## config.mk

```make
export PLATFORM = sky130hd
export DESIGN_NAME = wwse_ram
export DESIGN_NICKNAME = d
export VERILOG_FILES = /design/src/design/wide_word_stack_bytecode_engine_assert.svh /design/src/design/wwse_ram.sv
export SDC_FILE = /design/constraint.sdc
export NUM_CORES = 2
export LEC_CHECK = 0
export BUFFER_PORTS_ARGS = -buffer_cell sky130_fd_sc_hd__buf_2
export CAP_MARGIN = 10
export CORE_MARGIN = 2
export CORE_UTILIZATION = 62
export CTS_CLUSTER_DIAMETER = 60
export DETAILED_ROUTE_END_ITERATION = 8
export MAX_ROUTING_LAYER = met4
export PLACE_DENSITY_LB_ADDON = 0.2
export SYNTH_ARGS = -nofsm -noshare
export SYNTH_HDL_FRONTEND = slang
export SYNTH_SLANG_ARGS = --single-unit
```

## constraint.sdc

```tcl
create_clock -name clk -period 7.4 [get_ports clk]
set_input_delay 2.22 -clock clk [delete_from_list [all_inputs] [get_ports clk]]
set_output_delay 2.22 -clock clk [all_outputs]
set_load 0.01 [all_outputs]
```

## src/design/wide_word_stack_bytecode_engine_assert.svh

```systemverilog
// assertion macros shared by the engine modules
`ifndef WIDE_WORD_STACK_BYTECODE_ENGINE_ASSERT_SVH
`define WIDE_WORD_STACK_BYTECODE_ENGINE_ASSERT_SVH
`ifndef SYNTHESIS
`define WWSE_ASSERT(lbl, prop, msg) \
    lbl: assert property (@(posedge clk) disable iff (!rst_n) (prop)) else $error(msg);
`define WWSE_ASSERT_NEXT(lbl, pre, post, msg) \
    lbl: assert property (@(posedge clk) disable iff (!rst_n) (pre) |=> (post)) else $error(msg);
`else
`define WWSE_ASSERT(lbl, prop, msg)
`define WWSE_ASSERT_NEXT(lbl, pre, post, msg)
`endif
`endif

```

## src/design/wwse_ram.sv

```systemverilog
// simple dual port ram, one write port and one registered read port
module wwse_ram #(
    parameter int WIDTH = 8,
    parameter int DEPTH = 256
) (
    input  logic                     clk,
    input  logic                     wen,
    input  logic [$clog2(DEPTH)-1:0] waddr,
    input  logic [WIDTH-1:0]         wdata,
    input  logic [$clog2(DEPTH)-1:0] raddr,
    output logic [WIDTH-1:0]         rdata
);

    logic [WIDTH-1:0] mem [DEPTH];

    always_ff @(posedge clk)
    begin
        if (wen)
        begin
            mem[waddr] <= wdata;
        end
    end

    always_ff @(posedge clk)
    begin
        rdata <= mem[raddr];
    end

endmodule

```

==> impl_metrics.ini <==
[grt]
grtUsageMet1_pct = 40.9
number_of_antenna_violations_at_the_first_check_in_global_routing = 8
grt_pass1_wl_um = 276000
gr-usage-met3_pct = 6.82
met2_usage_pct = 46.6
grt_pass1_vias = 39495
grt-busiest-layer = met2
grt_start_max_net_pins = 197
grt_overflow = 0
grt_util_all_layers_pct = 30.3

[clocking]
ctsLongestPathBuffers = 3
clk_latency_worst_skew_pair_ns = 0.82
cts_tree = done
h_tree_depth = 4
post-cts-setup-buffers = 0
cts-buffers-inserted = 196
cts.hold.buffers_added = 0
clock-sinks = 2056
clock-root-buffer = sky130_fd_sc_hd__clkbuf_16
ctsResizeCount = 0
cts.reportedPaths.clkPinSlew_ns = 0.06

[floorplanning]
floorplan.die.height_um = 362
design.die.area_um2 = 131000
core.rowCount = 131
die-width_um = 362
effective_utilization_at_floorplan_pct = 62.4
design.core.area_um2 = 128000
ioPinCount = 34

[sta]
finalClockSkew_ns = 0.0264
tightest_slew_ns = 1.33
finalSetupTns_ns = 0
timing.slew.headroom_pct = 10.8
maxClockFrequency_mhz = 196
final-setup-viol-count = 0
finalHoldViolCount = 0
layout_worst_path_cycle_share_pct = 68.9
timing.final.max_slew_violations = 0
layout_min_cycle_time_ns = 5.10
rsz0062_at_grt = false

[placed_design]
dp_cells = 5282
dp_hpwl_um = 114000
place.port_buffers = 33
globalplace.congestion = 0.920

[layout]
seq_area_um2 = 61700
finalNetCount = 3844
multiInputGateArea_um2 = 16600
area_growth_from_synthesis_to_final_layout_pct = 10.1
core_utilization_of_the_finished_layout_pct = 68.7
nFillCells = 7668
finish.cell_count_without_fillers = 5652
share_of_post_route_cells_with_drive_strength_above_1_pct = 22.2

[detailed_routing]
drt_drc_violations_left = 0
wl_per_cell_um = 33.7
totalWireLength_um = 191000
number_of_detailed_route_iterations_in_the_first_pass = 7
via_count = 39178
drt.antenna.violating_nets = 0
drt_first_iter_violations = 5611
drt-vias-per-instance = 6.93

[worst_setup_path]
critical_path_arrival_ns = 5.76
startpoint_type = input port
critical_path.endpoint_type = flop
worstPathCellList = buf_8 -> buf_4 -> mux4_2 -> a22o_1 -> a221oi_1 -> o221ai_1 -> a211oi_1 -> nor4_1
crit_path_max_cell_delay_ns = 0.74
timing.critical_path.slowest_stage_cell = sky130_fd_sc_hd__a211oi_1
cp.required_ns = 8.07
path_max_fanout = 80
class_of_the_most_critical_setup_path = in2reg

[synth]
synth_sequential_area_ratio_pct = 77.5
dominant_cell_type_by_area_after_synthesis = sky130_fd_sc_hd__edfxtp_1
postSynthNetCount = 3759
mappedNetlistArea_um2 = 79600
post_synthesis_register_bit_count = 2056
syn-mean-instance-area_um2 = 21.3
yosysTopAreaCellShare_pct = 77.3
yosysWarnings = 0
synthTopCellsByArea = sky130_fd_sc_hd__edfxtp_1, sky130_fd_sc_hd__mux4_2, sky130_fd_sc_hd__mux2i_1, sky130_fd_sc_hd__nor2_1, sky130_fd_sc_hd__a22oi_1
synth_enable_flop_cells = 2048
yosys_most_used_dff = sky130_fd_sc_hd__edfxtp_1
synth_cells = 3733
share_of_synthesized_flip_flops_with_an_asynchronous_set_or_reset_pct = 0
yosysUniqueCellTypes = 55

[pwr]
p_leak_nw = 27.0
powerDensity_nw_per_um2 = 271
irDropWorstVdd_mv = 0.271

[hold_path]
hold_path.class = reg2reg

[run_status]
run_status = complete, no violations

[run]
max-cap-violations = 0
## cells in the mapped netlist, types with 13 or more instances
master and number:
sky130_fd_sc_hd__edfxtp_1 2048, sky130_fd_sc_hd__mux4_2 454, sky130_fd_sc_hd__nor2_1 282, sky130_fd_sc_hd__mux2i_1 134, sky130_fd_sc_hd__a22oi_1 133, sky130_fd_sc_hd__clkbuf_1 111
sky130_fd_sc_hd__a21oi_1 96, sky130_fd_sc_hd__o221ai_1 46, sky130_fd_sc_hd__nand3_1 34, sky130_fd_sc_hd__nand2_1 33, sky130_fd_sc_hd__buf_2 31, sky130_fd_sc_hd__nor2b_1 31
sky130_fd_sc_hd__o22ai_1 28, sky130_fd_sc_hd__buf_4 27, sky130_fd_sc_hd__nor4_1 24, sky130_fd_sc_hd__buf_1 22, sky130_fd_sc_hd__nor3_1 22, sky130_fd_sc_hd__buf_6 21
sky130_fd_sc_hd__a211oi_1 16, sky130_fd_sc_hd__a221oi_1 13, sky130_fd_sc_hd__buf_8 13
## final timing paths
check                           to  cells after the start             startpoint  slack (ns)
hold / removal    rdata[2]$_DFF_P_                      6  mem[105][2]$_DFFE_PP_        1.07
setup reg to reg  rdata[5]$_DFF_P_                      6   mem[19][5]$_DFFE_PP_        4.53
hold reg to reg   rdata[2]$_DFF_P_                      6  mem[105][2]$_DFFE_PP_        1.07
setup / recovery  rdata[5]$_DFF_P_                      8               raddr[1]        2.30
## state kept, by name, summed over array words and instances (netlist names)
name	cells
rdata	8
mem	2048
## area by class of cell
cell class,instances,share of cell area [%]
Sequential cell,2056,70.4
Inverter,2,0.00857
Clock inverter,120,1.17
Clock buffer,243,5.93
Multi-Input combinational cell,1442,18.9
Timing Repair Buffer,120,1.24
Antenna cell,7,0.0200
Tap cell,1662,2.37
## placed cells by master (no fill, tap or decap), types with 11 or more instances in the layout
master and count:
sky130_fd_sc_hd__a211oi_1 16, sky130_fd_sc_hd__a21oi_1 96, sky130_fd_sc_hd__a221oi_1 13, sky130_fd_sc_hd__a22oi_1 133
sky130_fd_sc_hd__buf_12 14, sky130_fd_sc_hd__buf_2 23, sky130_fd_sc_hd__buf_4 73, sky130_fd_sc_hd__bufinv_16 15
sky130_fd_sc_hd__clkbuf_1 40, sky130_fd_sc_hd__clkbuf_16 200, sky130_fd_sc_hd__clkbuf_8 11, sky130_fd_sc_hd__clkinv_1 50
sky130_fd_sc_hd__clkinv_2 36, sky130_fd_sc_hd__edfxtp_1 2048, sky130_fd_sc_hd__mux2i_1 134, sky130_fd_sc_hd__mux4_2 454
sky130_fd_sc_hd__nand2_1 32, sky130_fd_sc_hd__nand3_1 25, sky130_fd_sc_hd__nor2_1 279, sky130_fd_sc_hd__nor2b_1 28
sky130_fd_sc_hd__nor3_1 22, sky130_fd_sc_hd__nor4_1 17, sky130_fd_sc_hd__o221ai_1 46, sky130_fd_sc_hd__o22ai_1 28
## kinds of logic after synthesis
group | synth area share (%)
AOI/OAI and AO/OA | 3.42
buffers and inverters | 1.83
DFF | 77.5
muxes | 14.6
and+or+nand+nor | 2.63
## power breakdown
| group | switching (W) | total, W | leakage (nW) | internal (W) |
|---|---|---|---|---|
| sequential | 0.0000186 | 0.0129 | 18.5 | 0.0128 |
| clock | 0.00423 | 0.00973 | 3.04 | 0.00550 |
| combinational | 0.000754 | 0.00113 | 5.45 | 0.000381 |
| total | 0.00501 | 0.0237 | 27.0 | 0.0187 |
## critical path, delay by kind of cell
kind,cells,cell delay [ns]
buf+inv,2,1.17
mux,1,0.45
simple gates,1,0.09
compound gates,4,1.70
## stage by stage
stage	power [W]	cell area (um^2)	hold slack [ns]	setup slack, ns
2_1_floorplan	0.0137	79600	0.770	3.24
3_3_place_gp	0.0142	81300	1.02	1.01
3_5_place_dp	0.0142	81400	1.06	1.50
4_1_cts	0.0238	87600	1.08	2.36
5_1_grt	0.0243	87600	1.17	2.14
6_report	0.0237	87600	1.07	2.30
## per-layer routing
metal  wire length [um]  up-vias
met5                  0        -
met2              92600     2427
met3              20500      420
met1              70100    20447
met4               7370        0
li1                   -    15884
Note: power is estimated with default switching activity, not from simulation.
