$ cat config.mk
export PLATFORM = sky130hd
export DESIGN_NAME = wwse_result
export DESIGN_NICKNAME = d
export VERILOG_FILES = /design/src/design/wwse_pkg.sv /design/src/design/wwse_result.sv
export VERILOG_INCLUDE_DIRS = /design/src /design/src/design
export SDC_FILE = /design/constraint.sdc
export NUM_CORES = 1
export LEC_CHECK = 0
export ABC_AREA = 1
export BUFFER_PORTS_ARGS = -buffer_cell sky130_fd_sc_hd__buf_4
export CAP_MARGIN = 20
export CORE_MARGIN = 4
export CORE_UTILIZATION = 45
export DETAILED_ROUTE_END_ITERATION = 12
export PLACE_DENSITY = 0.82
export REMOVE_ABC_BUFFERS = 1
export SETUP_SLACK_MARGIN = 0.4
export SYNTH_ARGS = -nofsm -noshare
export SYNTH_HDL_FRONTEND = slang
export SYNTH_SLANG_ARGS = --single-unit
$ cat constraint.sdc
create_clock -name clk -period 1.6 [get_ports clk]
set_clock_uncertainty 0.2 [all_clocks]
set_input_delay 0.16 -clock clk [delete_from_list [all_inputs] [get_ports clk]]
set_output_delay 0.16 -clock clk [all_outputs]
set_load 0.005 [all_outputs]
$ cat src/design/wide_word_stack_bytecode_engine_assert.svh
// assertion macros shared by the engine modules
`ifndef WIDE_WORD_STACK_BYTECODE_ENGINE_ASSERT_SVH
`define WIDE_WORD_STACK_BYTECODE_ENGINE_ASSERT_SVH
`ifndef SYNTHESIS
`define WWSE_ASSERT(lbl, prop, msg) \
    lbl: assert property (@(posedge clk) disable iff (!rst_n) (prop)) else $error(msg);
`define WWSE_ASSERT_NEXT(lbl, pre, post, msg) \
    lbl: assert property (@(posedge clk) disable iff (!rst_n) (pre) |=> (post)) else $error(msg);
`else
`define WWSE_ASSERT(lbl, prop, msg)
`define WWSE_ASSERT_NEXT(lbl, pre, post, msg)
`endif
`endif

$ cat src/design/wwse_pkg.sv
// constants, codes and types of the wide word stack engine
package wwse_pkg;

    localparam int CODE_DEPTH    = 4096;
    localparam int PAYLOAD_DEPTH = 256;
    localparam int STACK_DEPTH   = 1024;
    localparam int WORD_BITS     = 256;

    localparam int CODE_AW  = $clog2(CODE_DEPTH);
    localparam int PAY_AW   = $clog2(PAYLOAD_DEPTH);
    localparam int STK_AW   = $clog2(STACK_DEPTH);
    localparam int DEPTH_W  = $clog2(STACK_DEPTH + 1);

    localparam int RES_BITS   = 256;
    localparam int CHUNK_BITS = 64;
    localparam int CLEN_W     = 13;
    localparam int PLEN_W     = 9;
    localparam int PC_W       = 14;
    localparam int PPTR_W     = 10;

    localparam logic [1:0] MODE_CODE    = 2'd0;
    localparam logic [1:0] MODE_PAYLOAD = 2'd1;
    localparam logic [1:0] MODE_RUN     = 2'd2;

    localparam logic [1:0] CFG_CODE_LENGTH    = 2'd0;
    localparam logic [1:0] CFG_PAYLOAD_LENGTH = 2'd1;
    localparam logic [1:0] CFG_STEP_LIMIT     = 2'd2;

    localparam logic [31:0] STEP_LIMIT_RESET = 32'd1000000;

    localparam logic [7:0] OP_PUSH1  = 8'd0;
    localparam logic [7:0] OP_PUSH4  = 8'd1;
    localparam logic [7:0] OP_POP    = 8'd2;
    localparam logic [7:0] OP_ADD    = 8'd3;
    localparam logic [7:0] OP_SUB    = 8'd4;
    localparam logic [7:0] OP_DUP1   = 8'd5;
    localparam logic [7:0] OP_DUP2   = 8'd6;
    localparam logic [7:0] OP_DUP3   = 8'd7;
    localparam logic [7:0] OP_DUP4   = 8'd8;
    localparam logic [7:0] OP_LT     = 8'd9;
    localparam logic [7:0] OP_EQ     = 8'd10;
    localparam logic [7:0] OP_JUMP   = 8'd11;
    localparam logic [7:0] OP_JUMPI  = 8'd12;
    localparam logic [7:0] OP_CDLOAD = 8'd13;
    localparam logic [7:0] OP_CDSIZE = 8'd14;
    localparam logic [7:0] OP_REVERT = 8'd15;
    localparam logic [7:0] OP_SEND   = 8'd16;
    localparam logic [7:0] OP_RET    = 8'd17;

    typedef enum logic [2:0] {
        ST_OK, ST_UNDER, ST_OVER, ST_REVERT, ST_NOTEMPTY, ST_BADJUMP, ST_BADPAY, ST_STEPS
    } status_t;

    typedef enum logic [2:0] {
        S_IDLE, S_CHECK, S_DECODE, S_IMM, S_RDA, S_RDB, S_LOAD, S_DONE
    } state_t;

    typedef struct packed {
        logic [RES_BITS-1:0] value;
        status_t             status;
    } res_t;

endpackage

$ cat src/design/wwse_result.sv
// result buffer, sends a finished run as four chunks
`include "wide_word_stack_bytecode_engine_assert.svh"
module wwse_result
    import wwse_pkg::*;
(
    input  logic                  clk,
    input  logic                  rst_n,
    input  logic                  load,
    input  res_t                  res,
    output logic                  busy,
    output logic                  result_valid,
    input  logic                  result_stall,
    output logic [CHUNK_BITS-1:0] result_chunk,
    output logic [1:0]            chunk_index,
    output logic [2:0]            status,
    output logic                  last
);

    res_t       res_reg;
    logic       valid_reg;
    logic [1:0] idx_reg;
    logic       take;

    assign take = valid_reg && !result_stall;

    always_ff @(posedge clk or negedge rst_n)
    begin
        if (!rst_n)
        begin
            valid_reg <= 1'b0;
            idx_reg   <= 2'd0;
        end
        else if (load)
        begin
            valid_reg <= 1'b1;
            idx_reg   <= 2'd0;
        end
        else if (take)
        begin
            if (idx_reg == 2'd3)
            begin
                valid_reg <= 1'b0;
            end
            idx_reg <= idx_reg + 2'd1;
        end
    end

    always_ff @(posedge clk)
    begin
        if (load)
        begin
            res_reg <= res;
        end
    end

    assign busy         = valid_reg;
    assign result_valid = valid_reg;
    assign result_chunk = res_reg.value[32'(idx_reg) * CHUNK_BITS +: CHUNK_BITS];
    assign chunk_index  = idx_reg;
    assign status       = res_reg.status;
    assign last         = (idx_reg == 2'd3);

    `WWSE_ASSERT(a_load_free, !(load && valid_reg), "result loaded over a pending one")
    `WWSE_ASSERT_NEXT(a_last_ends, take && idx_reg == 2'd3 && !load, !valid_reg, "run kept after last chunk")
    `WWSE_ASSERT_NEXT(a_status_hold, valid_reg && !load, $stable(res_reg.status), "status changed inside a run")

endmodule

==> impl_metrics.toml, run 1 <==
[outcome]
status = "complete, but fails checks"
violations = "hold timing, setup timing"

[routing]
drt_pass1_iterations = 5
vias = 10303
postRouteWirelength_mm = 44.13
drtIter0Drc = 807
ant_nets = 0
routed_via_density = 5.098
route.detailed.drc = 0
routedWlPerCell_um = 21.83

[synth]
ys_seq_area_share_pct = 71.65
ys_seq_elements = 262
ys_types = 12
postSynthCellCount = 1028
yosys_warnings = 0
synth.avg_cell_area_um2 = 10.66
syn_area_um2 = 10960

[critical_path]
critical_path_arrival_ns = 1.90
reg2reg_depth = 5
reg2reg_slack_ns = -0.02
worstPathMaxFanout = 7
crit_required_ns = 1.24
rr_endpoint = "chunk_index[1]"
path_class = "flop to output pin"
r2r_start = "chunk_index[0]"
critPathCaptureType = "output pin"
cp-start-kind = "flop"

[pwr]
ir_drop_uv = 929.8
p_leak_nw = 9.026
power.density_nw_per_um2 = 968.0

[clock_tree]
clkLatencyLatePin_ns = 0.54
cts_buffer_depth = 3
hold_buffers = 264
clock-sinks = 262
cts_buffers = 27
cts_tree = "yes"
clkSlewWorstSetupHoldPaths_ns = 0.06
htreeDepth = 1
root_buffer = "clkbuf_16"

[floorplan]
die_y_um = 164.1
pin_count = 335
die_area_um2 = 26910
die_w_um = 164.1
rows = 56
start_util_pct = 46.28
core_area_um2 = 23680

[flow_run]
max_cap_violations = 0

[worst_hold_path]
holdPathEnd = "res_reg[154]"
hold_path.class = "primary input to flop"
hold_start = "load"
worstHoldPathCells = 1

[global_route]
antenna_found_initial = 9
grt_pass1_vias = 11218
grt_use_total_pct = 29.66
grt_pass1_wl_mm = 60.40
overflow = 0
grt_start_max_net_pins = 47

[sta]
max_freq_ghz = 0.4430
drv_slew = 0
fin_ws_ns = -0.6575
maxSlewHeadroom_pct = 70.78
timing.final.crit_share_pct = 141.1
finalHoldViolCount = 29
worstMarginPinSlew_ns = 0.4384
setup_viol = 68
rsz0062_at_grt = "true"
whs_ns = -0.1673
period_needed_ns = 2.257
fin_setup_tns_ns = -37.33

[layout]
area_growth_syn_to_layout_pct = 75.48
fin_nets = 1935
mostFrequentLayoutCells = "buf_4 (311), dlygate4sd3_1 (264), inv_1 (259), edfxtp_1 (259), nand2_1 (204)"
drive_above_1_share_pct = 37.65
fillers = 1140
layout_commonest_cell = "buf_4"
final_area_um2 = 19230
largest_register_ffs = 256

[placement]
place_area_um2 = 14070
dp.final_hpwl_mm = 19.26
gp_congestion = 0.8094
io_buffer_count = 334
==> cell families (layout without fill, tap and decap cells) <==
kind of cell  after synthesis  count (layout)  share of synthesized area (%)
flops                     262             262                          71.65
fa+ha+maj                   1               1                         0.1142
simple gates              459             459                          17.23
other cells                 0              10                              0
buf+inv                   306             970                          11.01
==> layer usage <==
| metal | routed length, um | part of all wire [%] | GRT usage, % |
|---|---|---|---|
| met2 | 23690 | 54 | 54.72 |
| met5 | 0 | 0 | 0 |
| met4 | 3029 | 6.9 | 18.57 |
| met3 | 3279 | 7.4 | 7.077 |
| met1 | 14130 | 32 | 29.89 |
==> layout make-up <==
type / count / area [um2] / share of cell area, %
inverter: 261 / 987.2 / 5.133
clock inverter: 18 / 145.1 / 0.7547
timing repair buffer: 659 / 6357 / 33.06
sequential: 262 / 7859 / 40.87
tap: 319 / 399.1 / 2.075
clock buffer: 32 / 694.4 / 3.611
antenna: 10 / 25.02 / 0.1301
multi-input combinational: 460 / 2764 / 14.37
==> power by group <==
part	internal [W]	total [W]	switching, W
registers	0.00815	0.00836	0.000211
clock network	0.00343	0.00618	0.00275
logic	0.00214	0.00407	0.00193
==> worst max path at each step <==
stage                               from          endpoint  slack (ns)  cells past startpoint
after CTS                 chunk_index[0]  result_chunk[29]       -0.59                      7
after detailed placement  chunk_index[0]  result_chunk[49]       -0.08                      5
after global routing      chunk_index[0]  result_chunk[49]       -0.72                      7
after global placement    chunk_index[0]  result_chunk[51]       -0.03                      6
final                     chunk_index[0]  result_chunk[49]       -0.66                      7
after floorplan           chunk_index[0]  result_chunk[47]       -2.91                      4
==> timing repair <==
action	in CTS	in global routing
hold endpoints to repair	298	29
cloned	10	6
gates resized for setup	156	158
setup endpoints to repair	75	75
buffers inserted	10	1
pin swaps	20	31
==> worst max-delay path, stage by stage (launching register included) <==
cell	delay (ns)
dfrtp_4	0.53
inv_8	0.11
buf_12	0.17
buf_8	0.14
nand2_1	0.09
nand3_1	0.09
nand2_1	0.08
buf_4	0.14
==> metrics by stage <==
stage               total power (W)  worst slack [ns]  cells  hold slack (ns)  utilization [%]
floorplan                  0.009283            -2.908    983          -0.3356                -
global placement            0.01073          -0.02963   1670          -0.2472            59.42
detailed placement          0.01083          -0.08413   1670          -0.2463            59.42
CTS                         0.01787           -0.5909   2004          -0.1686            78.04
global route                0.01925           -0.7167   2020          -0.1675            81.19
finish                      0.01861           -0.6575   2021          -0.1673            81.20
==> Yosys cell counts <==
cell | n | share of area (%)
inv_2 | 2 | 0.069
nand3_1 | 132 | 6.0
inv_1 | 259 | 8.9
edfxtp_1 | 259 | 71
clkbuf_1 | 4 | 0.14
buf_4 | 5 | 0.34
nor2_1 | 1 | 0.034
dfrtp_1 | 3 | 0.68
buf_2 | 31 | 1.4
nand2_1 | 326 | 11
ha_1 | 1 | 0.11
buf_1 | 5 | 0.17
Power figures use the tool's default switching activity.
==> inputs of run 2 (changes only) <==
--- a/config.mk
+++ b/config.mk
@@ -13,7 +13,7 @@
 export CORE_UTILIZATION = 45
 export DETAILED_ROUTE_END_ITERATION = 12
 export PLACE_DENSITY = 0.82
-export REMOVE_ABC_BUFFERS = 1
+export RECOVER_POWER = 50
 export SETUP_SLACK_MARGIN = 0.4
 export SYNTH_ARGS = -nofsm -noshare
 export SYNTH_HDL_FRONTEND = slang
==> run 2 against run 1 <==
The run ends with capacitance limit, setup timing left. Clock power about the same. Routed wire length rose by 8.0%. Worst setup slack worse by 0.057 ns. Combinational power barely moved. Power grew 0.36%. Highest routed layer unchanged.
==> impl_metrics.toml, run 2 (synthesis results as in run 1) <==
[layout]
fillers = 1135
largest_register_ffs = 256
mostFrequentLayoutCells = "dlygate4sd3_1 (263), inv_1 (259), edfxtp_1 (259), buf_4 (246), nand2_1 (203)"
fin_nets = 1933
drive_above_1_share_pct = 36.27
layout_commonest_cell = "dlygate4sd3_1"
area_growth_syn_to_layout_pct = 74.73
stdcell_count = 2016
utilization_pct = 80.86

[routing]
routedWlPerCell_um = 23.64
drt_pass1_iterations = 5
postRouteWirelength_mm = 47.66
ant_nets = 0
drtIter0Drc = 911
routed_via_density = 5.271
route.detailed.drc = 0
vias = 10627

[critical_path]
path_class = "flop to output pin"
worstPathMaxFanout = 10
critPathCaptureType = "output pin"
reg2reg_slack_ns = -0.06
cp-start-kind = "flop"
critical_path_arrival_ns = 1.95
crit_required_ns = 1.24

[pwr]
power.density_nw_per_um2 = 975.6
power.total_w = 0.01868
power.switching_w = 0.004989
clkPwrFrac_pct = 33.3
p_int_w = 0.01369
p_sw_share_pct = 26.70
p_leak_nw = 9.026
pwr-share-comb_pct = 21.9
p_seq_share_pct = 44.8
ir_drop_uv = 1430

[floorplan]
die_area_um2 = 26910
core_area_um2 = 23680
die_y_um = 164.1
start_util_pct = 46.28
pin_count = 335
die_w_um = 164.1
rows = 56

[clock_tree]
root_buffer = "clkbuf_16"
clkLatencyLatePin_ns = 0.53
clkSlewWorstSetupHoldPaths_ns = 0.06
htreeDepth = 1
cts_buffer_depth = 3
clock-sinks = 262
cts_tree = "yes"
cts_buffers = 28

[worst_hold_path]
hold_path.class = "primary input to flop"

[placement]
placedCellCount = 1662
io_buffer_count = 334
dp.final_hpwl_mm = 19.85
gp_congestion = 0.8605

[global_route]
grt_start_max_net_pins = 70
overflow = 0
antenna_found_initial = 5
grt_pass1_wl_mm = 57.41
grt_use_total_pct = 28.02
grt_pass1_vias = 10938

[outcome]
status = "complete, but fails checks"
violations = "capacitance limit, setup timing"

[sta]
max_freq_ghz = 0.4321
timing.final.crit_share_pct = 144.6
setup_viol = 310
maxSlewHeadroom_pct = 0.7411
fin_ws_ns = -0.7142
worstMarginPinSlew_ns = 1.489
drv_slew = 0
finalHoldViolCount = 0
period_needed_ns = 2.314
rsz0062_at_grt = "true"

[flow_run]
max_cap_violations = 1

[synth]
syn_nets = 1292
[run 2: worst max-delay path, stage by stage (launching register included)]
cell and delay [ns]:
dfrtp_4 0.53, clkinv_8 0.14, buf_16 0.18, nand2_1 0.20, nand3_2 0.14, nand2_2 0.11, buf_4 0.11
[run 2: per-layer routing]
metal / part of all wire, % / global-route usage [%]
met2: 52 / 52.44
met3: 9.0 / 5.571
met4: 8.0 / 16.77
met5: 0 / 0
met1: 32 / 28.66
[run 2: final cells by class]
cell class	count	area, um2	area share, %
flip-flops and latches	262	7859	41.04
repair buffers	655	6345	33.13
multi-input cells	460	2674	13.96
inverters	261	992.2	5.181
clock buffers	34	744.5	3.888
well taps	319	399.1	2.084
clock inverters	17	102.6	0.5358
diodes	7	17.52	0.09147
repair inverters	1	16.27	0.08494
[run 2: per-stage QoR]
step / setup WS [ns] / cell area (um2) / TNS [ns] / hold WS, ns
6_report: -0.7142 / 19150 / -51.43 / 0.1374
2_1_floorplan: 0.2963 / 11020 / 0 / -0.3356
3_5_place_dp: -0.004198 / 14090 / -0.004198 / -0.2447
4_1_cts: -0.6076 / 17770 / -36.84 / -0.2566
5_1_grt: -0.7511 / 19140 / -61.74 / 0.1317
3_3_place_gp: 0.01415 / 14090 / 0 / -0.2448
[run 2: power groups by stage]
stage,clock network [W],logic (W),registers [W]
global placement,0,0.00236,0.00841
finish,0.00621,0.00409,0.00838
floorplan,0,0.000966,0.00840
detailed placement,0,0.00243,0.00844
global route,0.00652,0.00428,0.00840
CTS,0.00609,0.00309,0.00830
[run 2: what timing repair did]
item,CTS,global route
hold buffers,263,1
gates cloned,3,22
setup endpoints to repair,75,80
setup buffers,1,7
pin swaps,1,56
gates resized for setup,33,237
endpoints found under the hold margin,363,42
[run 2: worst paths after layout]
check	end	cells past startpoint	from
hold reg to reg	busy	2	busy
setup / recovery	result_chunk[33]	6	chunk_index[0]
max in group asynchronous	chunk_index[0]	3	rst_n
setup reg to reg	chunk_index[1]	5	chunk_index[0]
hold / removal	res_reg[187]	2	res[187]
min in group asynchronous	busy	3	rst_n
